$ cat src/hw/rtl/gicdf_pkg.sv
// ----------------------------------------------------------------------------
// gicdf_pkg
// Shared types, widths and the normal CDF table for the Gaussian sampler.
// ----------------------------------------------------------------------------
package gicdf_pkg;

    localparam int ROM_DEPTH = 63;
    localparam int ADDR_W    = 6;
    localparam int CDF_W     = 17;
    localparam int XQ_W      = 17;
    localparam int P_W       = 18;
    localparam int STD_W     = 32;
    localparam int MEAN_W    = 32;
    localparam int DEN_W     = 21;
    localparam int DVS_W     = 22;
    localparam int MAG_W     = 50;
    localparam int DVD_W     = 52;
    localparam int Q_W       = 35;
    localparam int SUM_W     = 37;

    localparam logic [ADDR_W-1:0] ROM_LAST = 6'd62;
    localparam logic [ADDR_W-1:0] Z_MID    = 6'd31;
    localparam logic [CDF_W-1:0]  CDF_TOP  = 17'd65536;
    localparam logic [CDF_W-1:0]  CDF_BOT  = 17'd0;

    localparam logic [CDF_W-1:0] CDF_ROM [ROM_DEPTH] = '{
        17'd0,     17'd85,    17'd125,   17'd170,   17'd229,
        17'd308,   17'd406,   17'd537,   17'd701,   17'd911,
        17'd1173,  17'd1494,  17'd1881,  17'd2353,  17'd2923,
        17'd3591,  17'd4378,  17'd5295,  17'd6344,  17'd7543,
        17'd8893,  17'd10401, 17'd12065, 17'd13887, 17'd15860,
        17'd17976, 17'd20218, 17'd22584, 17'd25041, 17'd27571,
        17'd30160, 17'd32768, 17'd35376, 17'd37965, 17'd40495,
        17'd42952, 17'd45318, 17'd47560, 17'd49676, 17'd51649,
        17'd53471, 17'd55135, 17'd56643, 17'd57993, 17'd59192,
        17'd60241, 17'd61158, 17'd61945, 17'd62613, 17'd63183,
        17'd63655, 17'd64042, 17'd64363, 17'd64625, 17'd64835,
        17'd64999, 17'd65130, 17'd65228, 17'd65307, 17'd65366,
        17'd65411, 17'd65451, 17'd65536
    };

    typedef enum logic {
        REG_MEAN = 1'b0,
        REG_STD  = 1'b1
    } reg_idx_t;

    typedef struct packed {
        logic ready;
        logic done;
    } srch_stat_t;

    typedef struct packed {
        logic busy;
        logic done;
    } div_stat_t;

    function automatic logic [CDF_W-1:0] cdf_value(input logic [ADDR_W-1:0] idx);
        logic [CDF_W-1:0] val;
        if (idx <= ROM_LAST)
        begin
            val = CDF_ROM[idx];
        end
        else
        begin
            val = CDF_TOP;
        end
        return val;
    endfunction

endpackage

$ cat src/hw/rtl/gicdf_in_if.sv
// ----------------------------------------------------------------------------
// gicdf_in_if
// Request channel carrying one uniform sample.
// ----------------------------------------------------------------------------
interface gicdf_in_if #(
    parameter int UNIFORM_BITS = 16
);
    logic                    valid;
    logic                    ready;
    logic [UNIFORM_BITS-1:0] uniform_sample;

    modport source (output valid, output uniform_sample, input ready);
    modport sink   (input valid, input uniform_sample, output ready);
endinterface

$ cat src/hw/rtl/gicdf_out_if.sv
// ----------------------------------------------------------------------------
// gicdf_out_if
// Result channel carrying one normal deviate and its saturation flag.
// ----------------------------------------------------------------------------
interface gicdf_out_if;
    logic        valid;
    logic        ready;
    logic [31:0] normal_sample;
    logic        clipped;

    modport source (output valid, output normal_sample, output clipped, input ready);
    modport sink   (input valid, input normal_sample, input clipped, output ready);
endinterface

$ cat src/hw/rtl/gaussian_inverse_cdf_sampler_top.sv
// ----------------------------------------------------------------------------
// gaussian_inverse_cdf_sampler_top
// Inverse-transform Gaussian sampler: table search, interpolation, scaling.
// ----------------------------------------------------------------------------
// Flow: each request passes through the scaling folds, 5 or 6 table probes, setup,
//   the iterative divide and a final sum.
// Requests: one at a time; the next is taken once the result is in the output
//   register, so a result waiting there overlaps the next request's work.
// Reset: registers return to mean 0 and std_dev 1.0; the CDF RAM is loaded
//   after reset, during which no request is accepted.
// ----------------------------------------------------------------------------
module gaussian_inverse_cdf_sampler_top #(
    parameter int UNIFORM_BITS = 16
) (
    input  logic               clk,
    input  logic               rst_n,
    input  logic               psel,
    input  logic               penable,
    input  logic               pwrite,
    input  logic [2:0]         paddr,
    input  logic [31:0]        pwdata,
    output logic [31:0]        prdata,
    output logic               pready,
    gicdf_in_if.sink           uniform_ch,
    gicdf_out_if.source        normal_ch
);

    localparam int T_W = UNIFORM_BITS + 17;
    localparam logic [T_W-1:0] FULL = (T_W'(1) << UNIFORM_BITS) - T_W'(1);
    localparam logic [T_W-1:0] HALF = (T_W'(1) << (UNIFORM_BITS - 1)) - T_W'(1);

    typedef enum logic [6:0] {
        S_IDLE   = 7'b0000001,
        S_FOLD   = 7'b0000010,
        S_SRCH   = 7'b0000100,
        S_MUL    = 7'b0001000,
        S_DSTART = 7'b0010000,
        S_DWAIT  = 7'b0100000,
        S_SUM    = 7'b1000000
    } state_t;

    state_t                           state_reg;
    state_t                           state_next;
    logic [gicdf_pkg::MEAN_W-1:0]     mean_reg;
    logic [gicdf_pkg::STD_W-1:0]      std_reg;
    logic [T_W-1:0]                   t_reg;
    logic [gicdf_pkg::XQ_W-1:0]       q_reg;
    logic [gicdf_pkg::XQ_W-1:0]       xq_reg;
    logic [gicdf_pkg::CDF_W-1:0]      w_reg;
    logic [gicdf_pkg::P_W-1:0]        p_reg;
    logic                             neg_reg;
    logic [gicdf_pkg::MAG_W-1:0]      mag_reg;
    logic                             out_valid_reg;
    logic [31:0]                      out_data_reg;
    logic                             out_clip_reg;

    logic                             accept;
    logic                             wr_en;
    logic [T_W-1:0]                   t_hi;
    logic [T_W-1:0]                   t_lo;
    logic [gicdf_pkg::XQ_W-1:0]       xq_next;
    logic                             srch_start;
    gicdf_pkg::srch_stat_t            srch_stat;
    logic [gicdf_pkg::ADDR_W-1:0]     srch_lo;
    logic [gicdf_pkg::CDF_W-1:0]      srch_lv;
    logic [gicdf_pkg::CDF_W-1:0]      srch_hv;
    logic [gicdf_pkg::CDF_W-1:0]      w_calc;
    logic [gicdf_pkg::CDF_W-1:0]      d_calc;
    logic signed [24:0]               p_wide;
    logic [gicdf_pkg::P_W-1:0]        p_abs;
    logic [gicdf_pkg::DEN_W-1:0]      den;
    logic                             div_start;
    gicdf_pkg::div_stat_t             div_stat;
    logic [gicdf_pkg::DVD_W-1:0]      dividend;
    logic [gicdf_pkg::DVD_W-1:0]      quotient;
    logic signed [gicdf_pkg::SUM_W-1:0] q_signed;
    logic signed [gicdf_pkg::SUM_W-1:0] sum;
    logic                             sum_clip;
    logic [31:0]                      sum_sat;
    logic                             out_load;

    // configuration port
    assign pready = 1'b1;
    assign wr_en  = psel && penable && pwrite && pready;

    always_comb
    begin
        unique case (gicdf_pkg::reg_idx_t'(paddr[2]))
            gicdf_pkg::REG_MEAN: prdata = mean_reg;
            gicdf_pkg::REG_STD:  prdata = std_reg;
            default:             prdata = '0;
        endcase
    end

    always_ff @(posedge clk or negedge rst_n)
    begin
        if (!rst_n)
        begin
            mean_reg <= '0;
            std_reg  <= 32'd65536;
        end
        else if (wr_en)
        begin
            unique case (gicdf_pkg::reg_idx_t'(paddr[2]))
                gicdf_pkg::REG_MEAN: mean_reg <= pwdata;
                gicdf_pkg::REG_STD:  std_reg  <= pwdata;
                default:             mean_reg <= mean_reg;
            endcase
        end
    end

    // request side
    assign uniform_ch.ready = (state_reg == S_IDLE) && srch_stat.ready;
    assign accept           = uniform_ch.valid && uniform_ch.ready;

    // scale u by 65536 / (2^B - 1): fold high part onto low part
    assign t_hi    = t_reg >> UNIFORM_BITS;
    assign t_lo    = t_reg & FULL;
    assign xq_next = q_reg + gicdf_pkg::XQ_W'(t_reg == FULL);

    assign srch_start = (state_reg == S_FOLD) && (t_hi == '0);

    gicdf_search u_search (
        .clk    (clk),
        .rst_n  (rst_n),
        .start  (srch_start),
        .xq     (xq_next),
        .stat   (srch_stat),
        .lo     (srch_lo),
        .lo_val (srch_lv),
        .hi_val (srch_hv)
    );

    // interpolation numerator
    assign w_calc = srch_hv - srch_lv;
    assign d_calc = xq_reg - srch_lv;
    assign p_wide = (25'(signed'({1'b0, srch_lo})) - 25'(signed'({1'b0, gicdf_pkg::Z_MID})))
                    * signed'(25'(w_calc)) + signed'(25'(d_calc));
    assign p_abs  = p_reg[gicdf_pkg::P_W-1] ? (~p_reg + gicdf_pkg::P_W'(1)) : p_reg;

    assign den       = gicdf_pkg::DEN_W'(w_reg) * gicdf_pkg::DEN_W'(10);
    assign dividend  = {1'b0, mag_reg, 1'b0} + gicdf_pkg::DVD_W'(den);
    assign div_start = (state_reg == S_DSTART);

    gicdf_div u_div (
        .clk      (clk),
        .rst_n    (rst_n),
        .start    (div_start),
        .dividend (dividend),
        .divisor  ({den, 1'b0}),
        .stat     (div_stat),
        .quotient (quotient)
    );

    // signed offset, add mean, saturate
    always_comb
    begin
        logic signed [gicdf_pkg::SUM_W-1:0] q_mag;
        logic signed [gicdf_pkg::SUM_W-1:0] mean_ext;
        q_mag    = signed'({2'b00, quotient[gicdf_pkg::Q_W-1:0]});
        mean_ext = signed'({{(gicdf_pkg::SUM_W - 32){mean_reg[31]}}, mean_reg});
        q_signed = neg_reg ? -q_mag : q_mag;
        sum      = mean_ext + q_signed;
        sum_clip = !((sum[gicdf_pkg::SUM_W-1:31] == '0)
                     || (sum[gicdf_pkg::SUM_W-1:31] == '1));
        if (!sum_clip)
        begin
            sum_sat = sum[31:0];
        end
        else if (sum[gicdf_pkg::SUM_W-1])
        begin
            sum_sat = 32'h8000_0000;
        end
        else
        begin
            sum_sat = 32'h7FFF_FFFF;
        end
    end

    assign out_load = (state_reg == S_SUM) && (!out_valid_reg || normal_ch.ready);

    always_comb
    begin
        state_next = state_reg;
        unique case (state_reg)
            S_IDLE:   if (accept) state_next = S_FOLD;
            S_FOLD:   if (t_hi == '0) state_next = S_SRCH;
            S_SRCH:   if (srch_stat.done) state_next = S_MUL;
            S_MUL:    state_next = S_DSTART;
            S_DSTART: state_next = S_DWAIT;
            S_DWAIT:  if (div_stat.done) state_next = S_SUM;
            S_SUM:    if (out_load) state_next = S_IDLE;
            default:  state_next = S_IDLE;
        endcase
    end

    always_ff @(posedge clk or negedge rst_n)
    begin
        if (!rst_n)
        begin
            state_reg     <= S_IDLE;
            out_valid_reg <= 1'b0;
        end
        else
        begin
            state_reg <= state_next;
            if (out_load)
            begin
                out_valid_reg <= 1'b1;
            end
            else if (normal_ch.ready)
            begin
                out_valid_reg <= 1'b0;
            end
        end
    end

    always_ff @(posedge clk)
    begin
        if (accept)
        begin
            t_reg <= T_W'({uniform_ch.uniform_sample, 16'h0000}) + HALF;
            q_reg <= '0;
        end
        else if ((state_reg == S_FOLD) && (t_hi != '0))
        begin
            t_reg <= t_hi + t_lo;
            q_reg <= q_reg + t_hi[gicdf_pkg::XQ_W-1:0];
        end
        if (srch_start)
        begin
            xq_reg <= xq_next;
        end
        if ((state_reg == S_SRCH) && srch_stat.done)
        begin
            w_reg <= w_calc;
            p_reg <= p_wide[gicdf_pkg::P_W-1:0];
        end
        if (state_reg == S_MUL)
        begin
            neg_reg <= p_reg[gicdf_pkg::P_W-1];
            mag_reg <= gicdf_pkg::MAG_W'(p_abs) * gicdf_pkg::MAG_W'(std_reg);
        end
        if (out_load)
        begin
            out_data_reg <= sum_sat;
            out_clip_reg <= sum_clip;
        end
    end

    assign normal_ch.valid         = out_valid_reg;
    assign normal_ch.normal_sample = out_data_reg;
    assign normal_ch.clipped       = out_clip_reg;

    a_accept_starts_fold: assert property (@(posedge clk) disable iff (!rst_n)
        accept |=> state_reg == S_FOLD)
        else $error("accepted request did not start scaling");

    a_div_start_idle: assert property (@(posedge clk) disable iff (!rst_n)
        div_start |-> !div_stat.busy)
        else $error("divider restarted while busy");

    a_xq_in_range: assert property (@(posedge clk) disable iff (!rst_n)
        srch_start |-> xq_next <= gicdf_pkg::CDF_TOP)
        else $error("scaled uniform value above one");

    a_div_done_to_sum: assert property (@(posedge clk) disable iff (!rst_n)
        div_stat.done |=> state_reg == S_SUM)
        else $error("quotient not consumed");

    a_search_done_in_state: assert property (@(posedge clk) disable iff (!rst_n)
        srch_stat.done |-> state_reg == S_SRCH)
        else $error("search finished outside search phase");

endmodule

$ cat src/hw/rtl/gicdf_ram.sv
// ----------------------------------------------------------------------------
// gicdf_ram
// Generic simple dual-port RAM with one write port and a registered read.
// ----------------------------------------------------------------------------
module gicdf_ram #(
    parameter int WIDTH = 17,
    parameter int DEPTH = 63
) (
    input  logic                     clk,
    input  logic                     we,
    input  logic [$clog2(DEPTH)-1:0] waddr,
    input  logic [WIDTH-1:0]         wdata,
    input  logic [$clog2(DEPTH)-1:0] raddr,
    output logic [WIDTH-1:0]         rdata
);

    logic [WIDTH-1:0] mem [DEPTH];

    always_ff @(posedge clk)
    begin
        if (we)
        begin
            mem[waddr] <= wdata;
        end
        rdata <= mem[raddr];
    end

endmodule

$ cat src/hw/rtl/gicdf_search.sv
// ----------------------------------------------------------------------------
// gicdf_search
// Loads the CDF table into RAM after reset, then binary-searches it for the
// interval that brackets the scaled uniform value.
// ----------------------------------------------------------------------------
module gicdf_search (
    input  logic                        clk,
    input  logic                        rst_n,
    input  logic                        start,
    input  logic [gicdf_pkg::XQ_W-1:0]   xq,
    output gicdf_pkg::srch_stat_t       stat,
    output logic [gicdf_pkg::ADDR_W-1:0] lo,
    output logic [gicdf_pkg::CDF_W-1:0]  lo_val,
    output logic [gicdf_pkg::CDF_W-1:0]  hi_val
);

    logic                        filling_reg;
    logic [gicdf_pkg::ADDR_W-1:0] fill_cnt_reg;
    logic                        busy_reg;
    logic                        pend_reg;
    logic [gicdf_pkg::ADDR_W-1:0] lo_reg;
    logic [gicdf_pkg::ADDR_W-1:0] hi_reg;
    logic [gicdf_pkg::ADDR_W-1:0] mid_reg;
    logic [gicdf_pkg::CDF_W-1:0]  lv_reg;
    logic [gicdf_pkg::CDF_W-1:0]  hv_reg;
    logic [gicdf_pkg::XQ_W-1:0]   xq_reg;

    logic [gicdf_pkg::ADDR_W:0]   mid_sum;
    logic [gicdf_pkg::ADDR_W-1:0] mid;
    logic                        more;
    logic [gicdf_pkg::CDF_W-1:0]  rdata;

    assign mid_sum = {1'b0, lo_reg} + {1'b0, hi_reg};
    assign mid     = mid_sum[gicdf_pkg::ADDR_W:1];
    assign more    = (hi_reg - lo_reg) > gicdf_pkg::ADDR_W'(1);

    gicdf_ram #(
        .WIDTH (gicdf_pkg::CDF_W),
        .DEPTH (gicdf_pkg::ROM_DEPTH)
    ) u_cdf_ram (
        .clk   (clk),
        .we    (filling_reg),
        .waddr (fill_cnt_reg),
        .wdata (gicdf_pkg::cdf_value(fill_cnt_reg)),
        .raddr (mid),
        .rdata (rdata)
    );

    always_ff @(posedge clk or negedge rst_n)
    begin
        if (!rst_n)
        begin
            filling_reg  <= 1'b1;
            fill_cnt_reg <= '0;
            busy_reg     <= 1'b0;
            pend_reg     <= 1'b0;
        end
        else
        begin
            if (filling_reg)
            begin
                fill_cnt_reg <= fill_cnt_reg + gicdf_pkg::ADDR_W'(1);
                if (fill_cnt_reg == gicdf_pkg::ROM_LAST)
                begin
                    filling_reg <= 1'b0;
                end
            end
            if (start)
            begin
                busy_reg <= 1'b1;
                pend_reg <= 1'b0;
            end
            else if (busy_reg)
            begin
                if (pend_reg)
                begin
                    pend_reg <= 1'b0;
                end
                else if (more)
                begin
                    pend_reg <= 1'b1;
                end
                else
                begin
                    busy_reg <= 1'b0;
                end
            end
        end
    end

    always_ff @(posedge clk)
    begin
        if (start)
        begin
            lo_reg <= '0;
            hi_reg <= gicdf_pkg::ROM_LAST;
            lv_reg <= gicdf_pkg::CDF_BOT;
            hv_reg <= gicdf_pkg::CDF_TOP;
            xq_reg <= xq;
        end
        else if (busy_reg && pend_reg)
        begin
            if (xq_reg < rdata)
            begin
                hi_reg <= mid_reg;
                hv_reg <= rdata;
            end
            else
            begin
                lo_reg <= mid_reg;
                lv_reg <= rdata;
            end
        end
        if (busy_reg && !pend_reg)
        begin
            mid_reg <= mid;
        end
    end

    assign stat.ready = !filling_reg;
    assign stat.done  = busy_reg && !pend_reg && !more && !start;
    assign lo         = lo_reg;
    assign lo_val     = lv_reg;
    assign hi_val     = hv_reg;

    a_probe_holds_order: assert property (@(posedge clk) disable iff (!rst_n)
        busy_reg |-> (lo_reg < hi_reg) && (lv_reg <= hv_reg))
        else $error("search bounds crossed");

    a_no_search_while_fill: assert property (@(posedge clk) disable iff (!rst_n)
        filling_reg |-> !busy_reg)
        else $error("search ran while table loading");

    a_pend_then_check: assert property (@(posedge clk) disable iff (!rst_n)
        busy_reg && !pend_reg && more && !start |=> pend_reg)
        else $error("probe read not followed by compare");

endmodule

$ cat src/hw/rtl/gicdf_div.sv
// ----------------------------------------------------------------------------
// gicdf_div
// Iterative restoring divider, two quotient bits per cycle.
// ----------------------------------------------------------------------------
module gicdf_div (
    input  logic                       clk,
    input  logic                       rst_n,
    input  logic                       start,
    input  logic [gicdf_pkg::DVD_W-1:0] dividend,
    input  logic [gicdf_pkg::DVS_W-1:0] divisor,
    output gicdf_pkg::div_stat_t       stat,
    output logic [gicdf_pkg::DVD_W-1:0] quotient
);

    localparam int STEPS = (gicdf_pkg::DVD_W + 1) / 2;
    localparam int SH_W  = 2 * STEPS;
    localparam int CNT_W = $clog2(STEPS + 1);
    localparam int R_W   = gicdf_pkg::DVS_W;

    logic             busy_reg;
    logic [CNT_W-1:0] cnt_reg;
    logic [SH_W-1:0]  sh_reg;
    logic [R_W-1:0]   rem_reg;
    logic [R_W-1:0]   dvs_reg;

    logic [SH_W-1:0]  sh_next;
    logic [R_W-1:0]   rem_next;

    always_comb
    begin
        logic [R_W:0] trial;
        sh_next  = sh_reg;
        rem_next = rem_reg;
        for (int k = 0; k < 2; k++)
        begin
            trial   = {rem_next, sh_next[SH_W-1]};
            sh_next = {sh_next[SH_W-2:0], 1'b0};
            if (trial >= {1'b0, dvs_reg})
            begin
                trial      = trial - {1'b0, dvs_reg};
                sh_next[0] = 1'b1;
            end
            rem_next = trial[R_W-1:0];
        end
    end

    always_ff @(posedge clk or negedge rst_n)
    begin
        if (!rst_n)
        begin
            busy_reg <= 1'b0;
            cnt_reg  <= '0;
        end
        else if (start)
        begin
            busy_reg <= 1'b1;
            cnt_reg  <= CNT_W'(STEPS - 1);
        end
        else if (busy_reg)
        begin
            cnt_reg <= cnt_reg - CNT_W'(1);
            if (cnt_reg == '0)
            begin
                busy_reg <= 1'b0;
            end
        end
    end

    always_ff @(posedge clk)
    begin
        if (start)
        begin
            sh_reg  <= SH_W'(dividend);
            rem_reg <= '0;
            dvs_reg <= divisor;
        end
        else if (busy_reg)
        begin
            sh_reg  <= sh_next;
            rem_reg <= rem_next;
        end
    end

    assign stat.busy = busy_reg;
    assign stat.done = busy_reg && (cnt_reg == '0);
    assign quotient  = sh_reg[gicdf_pkg::DVD_W-1:0];

    a_rem_below_divisor: assert property (@(posedge clk) disable iff (!rst_n)
        busy_reg |-> rem_reg < dvs_reg)
        else $error("partial remainder not reduced");

    a_done_ends_busy: assert property (@(posedge clk) disable iff (!rst_n)
        stat.done && !start |=> !busy_reg)
        else $error("divider kept running after last step");

    a_count_in_range: assert property (@(posedge clk) disable iff (!rst_n)
        busy_reg |-> cnt_reg < CNT_W'(STEPS))
        else $error("step count out of range");

endmodule
$ cat src/flat_wrapper.sv
// flat-port wrapper written by rule: the top's interface ports become plain ports
module gaussian_inverse_cdf_sampler_top_flat 
#(
    parameter int UNIFORM_BITS = 16
)
  (clk, rst_n, psel, penable, pwrite, paddr, pwdata, prdata, pready, uniform_ch_valid, uniform_ch_uniform_sample, uniform_ch_ready, normal_ch_valid, normal_ch_normal_sample, normal_ch_clipped, normal_ch_ready);
  gicdf_in_if #(.UNIFORM_BITS(UNIFORM_BITS)) uniform_ch_i ();
  gicdf_out_if normal_ch_i ();
  input  logic clk;
  input  logic rst_n;
  input  logic psel;
  input  logic penable;
  input  logic pwrite;
  input  logic [2:0] paddr;
  input  logic [31:0] pwdata;
  output logic [31:0] prdata;
  output logic pready;
  input wire logic [$bits(uniform_ch_i.valid)-1:0] uniform_ch_valid;
  input wire logic [$bits(uniform_ch_i.uniform_sample)-1:0] uniform_ch_uniform_sample;
  output wire logic [$bits(uniform_ch_i.ready)-1:0] uniform_ch_ready;
  output wire logic [$bits(normal_ch_i.valid)-1:0] normal_ch_valid;
  output wire logic [$bits(normal_ch_i.normal_sample)-1:0] normal_ch_normal_sample;
  output wire logic [$bits(normal_ch_i.clipped)-1:0] normal_ch_clipped;
  input wire logic [$bits(normal_ch_i.ready)-1:0] normal_ch_ready;
  assign uniform_ch_i.valid = uniform_ch_valid;
  assign uniform_ch_i.uniform_sample = uniform_ch_uniform_sample;
  assign uniform_ch_ready = uniform_ch_i.ready;
  assign normal_ch_valid = normal_ch_i.valid;
  assign normal_ch_normal_sample = normal_ch_i.normal_sample;
  assign normal_ch_clipped = normal_ch_i.clipped;
  assign normal_ch_i.ready = normal_ch_ready;
  gaussian_inverse_cdf_sampler_top #(.UNIFORM_BITS(UNIFORM_BITS)) u_core (.clk(clk), .rst_n(rst_n), .psel(psel), .penable(penable), .pwrite(pwrite), .paddr(paddr), .pwdata(pwdata), .prdata(prdata), .pready(pready), .uniform_ch(uniform_ch_i), .normal_ch(normal_ch_i));
endmodule
$ cat config.mk
export PLATFORM = sky130hd
export DESIGN_NAME = gaussian_inverse_cdf_sampler_top_flat
export DESIGN_NICKNAME = d
export VERILOG_FILES = /design/src/hw/rtl/gicdf_pkg.sv /design/src/hw/rtl/gicdf_in_if.sv /design/src/hw/rtl/gicdf_out_if.sv /design/src/hw/rtl/gaussian_inverse_cdf_sampler_top.sv /design/src/hw/rtl/gicdf_ram.sv /design/src/hw/rtl/gicdf_search.sv /design/src/hw/rtl/gicdf_div.sv /design/src/flat_wrapper.sv
export SDC_FILE = /design/constraint.sdc
export NUM_CORES = 2
export LEC_CHECK = 0
export ABC_AREA = 1
export BUFFER_PORTS_ARGS = -buffer_cell sky130_fd_sc_hd__buf_2
export CAP_MARGIN = 20
export CORE_AREA = 2 2 402 404
export CTS_BUF_LIST = sky130_fd_sc_hd__clkbuf_8
export CTS_CLUSTER_DIAMETER = 50
export DETAILED_ROUTE_END_ITERATION = 8
export DIE_AREA = 0 0 404 406
export PLACE_DENSITY = 0.8
export RECOVER_POWER = 50
export REMOVE_ABC_BUFFERS = 1
export SLEW_MARGIN = 20
export SYNTH_ARGS = -nofsm -noshare
export SYNTH_HDL_FRONTEND = slang
export SYNTH_SLANG_ARGS = --single-unit
$ cat constraint.sdc
create_clock -name clk -period 8.4 [get_ports clk]
set_input_delay 1.26 -clock clk [delete_from_list [all_inputs] [get_ports clk]]
set_output_delay 1.26 -clock clk [all_outputs]
set_load 0.01 [all_outputs]
==> reports/summary.txt <==
Status: finished with violations
Failing checks: capacitance limit, slew limit
Largest net degree at the start of global routing: 196
Worst path slowest cell: fa_1
Total Wirelength: 283,000 um
RSZ-0062 raised after global routing: false
Pre-CTS setup slack: 0.498 ns
GPL Wtd Cong: 0.983
Cells after Synth: 10.6k
Setup CP Type: flip-flop to flip-flop
HP Start: u_core.u_div.rem_reg[16]
CTS tree: built
Initial antenna violation count: 9
Max_cap viols: 26
Setup WS post-layout: 0.359 ns
CP most frequent cell: fa_1
Total congestion overflow: 0
Die Y: 406 um
Clk_lat worst skew: 1.05 ns
Vias: 76.4k
Peak VDD IR: 0.00100 V
CTS Hold Bufs: 0
Std-Cell Rows: 147
R2R Path Start: u_core.p_reg[0]
Final worst path period share: 0.957
Crit Path Max Fanout: 13
Antenna viol nets, final: 0
Core area: 0.160 mm2
Critical Path Max Stage Delay: 0.57 ns
Clock Sink Count: 1,506
Pwr Total: 34.7 mW
Total Routing Usage GR: 0.343
DPL Wire Length: 198,000 um
H-tree depth: 4
Longest Clk Path Bufs: 3
Post-synthesis async set-or-reset flop share: 0.0578
Measured slew at the worst slew-check pin: 4.22 ns
PortBufs: 122
Initial core utilization: 0.598
Final setup vio count: 0
Initial DRT Pass Iterations: 9
Commonest non-fill, non-tap cell in the layout: nand2_1
Most frequent cells in the layout: nand2_1 (3,224), inv_1 (1,444), edfxtp_1 (1,317)
Worst Path Arrival: 8.80 ns
Die outline width: 404 um
Hold WC Path Type: flip-flop to flip-flop
Number of synthesized flops with an enable pin: 1,317
Clk slew on worst S/H paths: 0.07 ns
Final-stage net count: 11.7k
Synth Area per Inst: 9.03 um2
Rel. slew slack: -1.82
Die ar.: 0.164 mm2
Area Growth Syn to Fin: 8.17%
Layout cells sized above 1: 0.0572
Setup TNS: 0 ns
Num CTS Buffers: 240
Lkg Pwr: 44.8 nW
Sequential area share after synthesis: 0.458
Yosys warns: 0
Ys flop type: edfxtp_1
Number of global-route vias before repair: 74.9k
Pwr/cell area: 336 mW/mm2
Max FFs per register: 1,071
Vias per inst: 5.88
FF+latch count, synth: 1,506
Crit path launch: u_core.p_reg[0]
Setup Skew: 0.0729 ns
First-pass GRT wire length: 428,000 um
Type of origin of the critical path: flip-flop
Worst endpoint required time: 9.16 ns
Yosys cell types: 61
Drt wl/cell: 21.8 um
Drt drc: 0
CP endpoint kind: flip-flop
Slew Viols, Final: 1,055
1st-iter DRT viols: 9,682
Min cycle time layout: 8.04 ns
Synth Cell Area: 0.0955 mm2
Max Fclk: 0.124 GHz
Endpoints failing hold: 0
CTS root buf: clkbuf_8
# IOs: 126
cell families after synthesis:
| logic type | count (synthesis) | share of synthesized area |
|---|---|---|
| simple gates | 4612 | 0.193 |
| buf+inv | 1820 | 0.0738 |
| flops | 1506 | 0.458 |
| compound gates | 1408 | 0.0791 |
| fa+ha+maj | 979 | 0.173 |
| xor+xnor | 251 | 0.0230 |
| other cells | 1 | 0.0000393 |
per-stage QoR:
stage / cells / util / instance area, um2 / hold slack (ns)
final: 13007 / 0.647 / 103000 / 0.475
after global routing: 13001 / 0.647 / 103000 / 0.484
after CTS: 12999 / 0.649 / 104000 / 0.119
after detailed placement: 12544 / 0.618 / 98600 / 0.458
after global placement: 12543 / 0.618 / 98600 / 0.450
after floorplan: 10156 / - / 93700 / 0.435
Yosys cell counts (all sizes together) (14+ instances only):
library cell | number | area (um2)
o21a | 14 | 105
o21ai | 396 | 1990
a31oi | 30 | 188
o21bai | 29 | 218
clkinv | 16 | 60.1
clkbuf | 255 | 957
or2 | 19 | 119
dfxtp | 102 | 2040
ha | 409 | 5120
xor2 | 184 | 1610
dfrtp | 84 | 2100
fa | 570 | 11400
a21oi | 813 | 4080
a21o | 20 | 150
xnor2 | 67 | 587
nor2 | 701 | 2650
a211oi | 38 | 285
nor4 | 31 | 200
nand2 | 3235 | 12200
nand4 | 63 | 394
edfxtp | 1317 | 39500
nand3 | 461 | 2320
inv | 1383 | 5190
nor3 | 83 | 425
buf | 166 | 840
critical path, delay by kind of cell, from the launching register on:
family / cells / cell delay, ns
fa+ha+maj: 8 / 3.55
xor+xnor: 1 / 0.09
compound gates: 7 / 1.56
buf+inv: 6 / 0.58
flops: 1 / 0.46
simple gates: 9 / 1.52
layout make-up:
type                    instances  area [um2]
diodes                          8        20.0
well taps                    2086        2610
multi-input cells            7251       44900
clock buffers                 260        3580
inverters                    1399        5270
repair buffers                302        1690
flip-flops and latches       1506       43800
fillers                     12677       56300
clock inverters               195        1460
timing repair:
item                                   4_1_cts  5_1_grt
setup endpoints to repair                    0        3
buffers inserted                             0        0
resized for setup                            0        4
endpoints found under the hold margin        0        0
final timing paths:
path                                            endpoint  slack, ns  cells past startpoint
worst min-delay path            u_core.u_div.rem_reg[16]       0.47                      2
min in group asynchronous            u_core.mean_reg[22]       0.75                      1
worst min register to register  u_core.u_div.rem_reg[16]       0.47                      2
worst max register to register        u_core.mag_reg[48]       0.36                     31
worst max-delay path                  u_core.mag_reg[48]       0.36                     31
max in group asynchronous            u_core.state_reg[6]       2.79                      2
layer usage:
metal	vias up	wire, um	GRT usage
met1	36632	111000	0.469
li1	34586	-	-
met5	-	64	0
met3	777	32800	0.0778
met4	10	14900	0.164
met2	4440	124000	0.523
power breakdown:
group | internal [mW] | switching (mW)
sequential | 9.04 | 0.401
combinational | 6.32 | 12.5
clock | 3.40 | 3.10
Power figures use the tool's default switching activity.
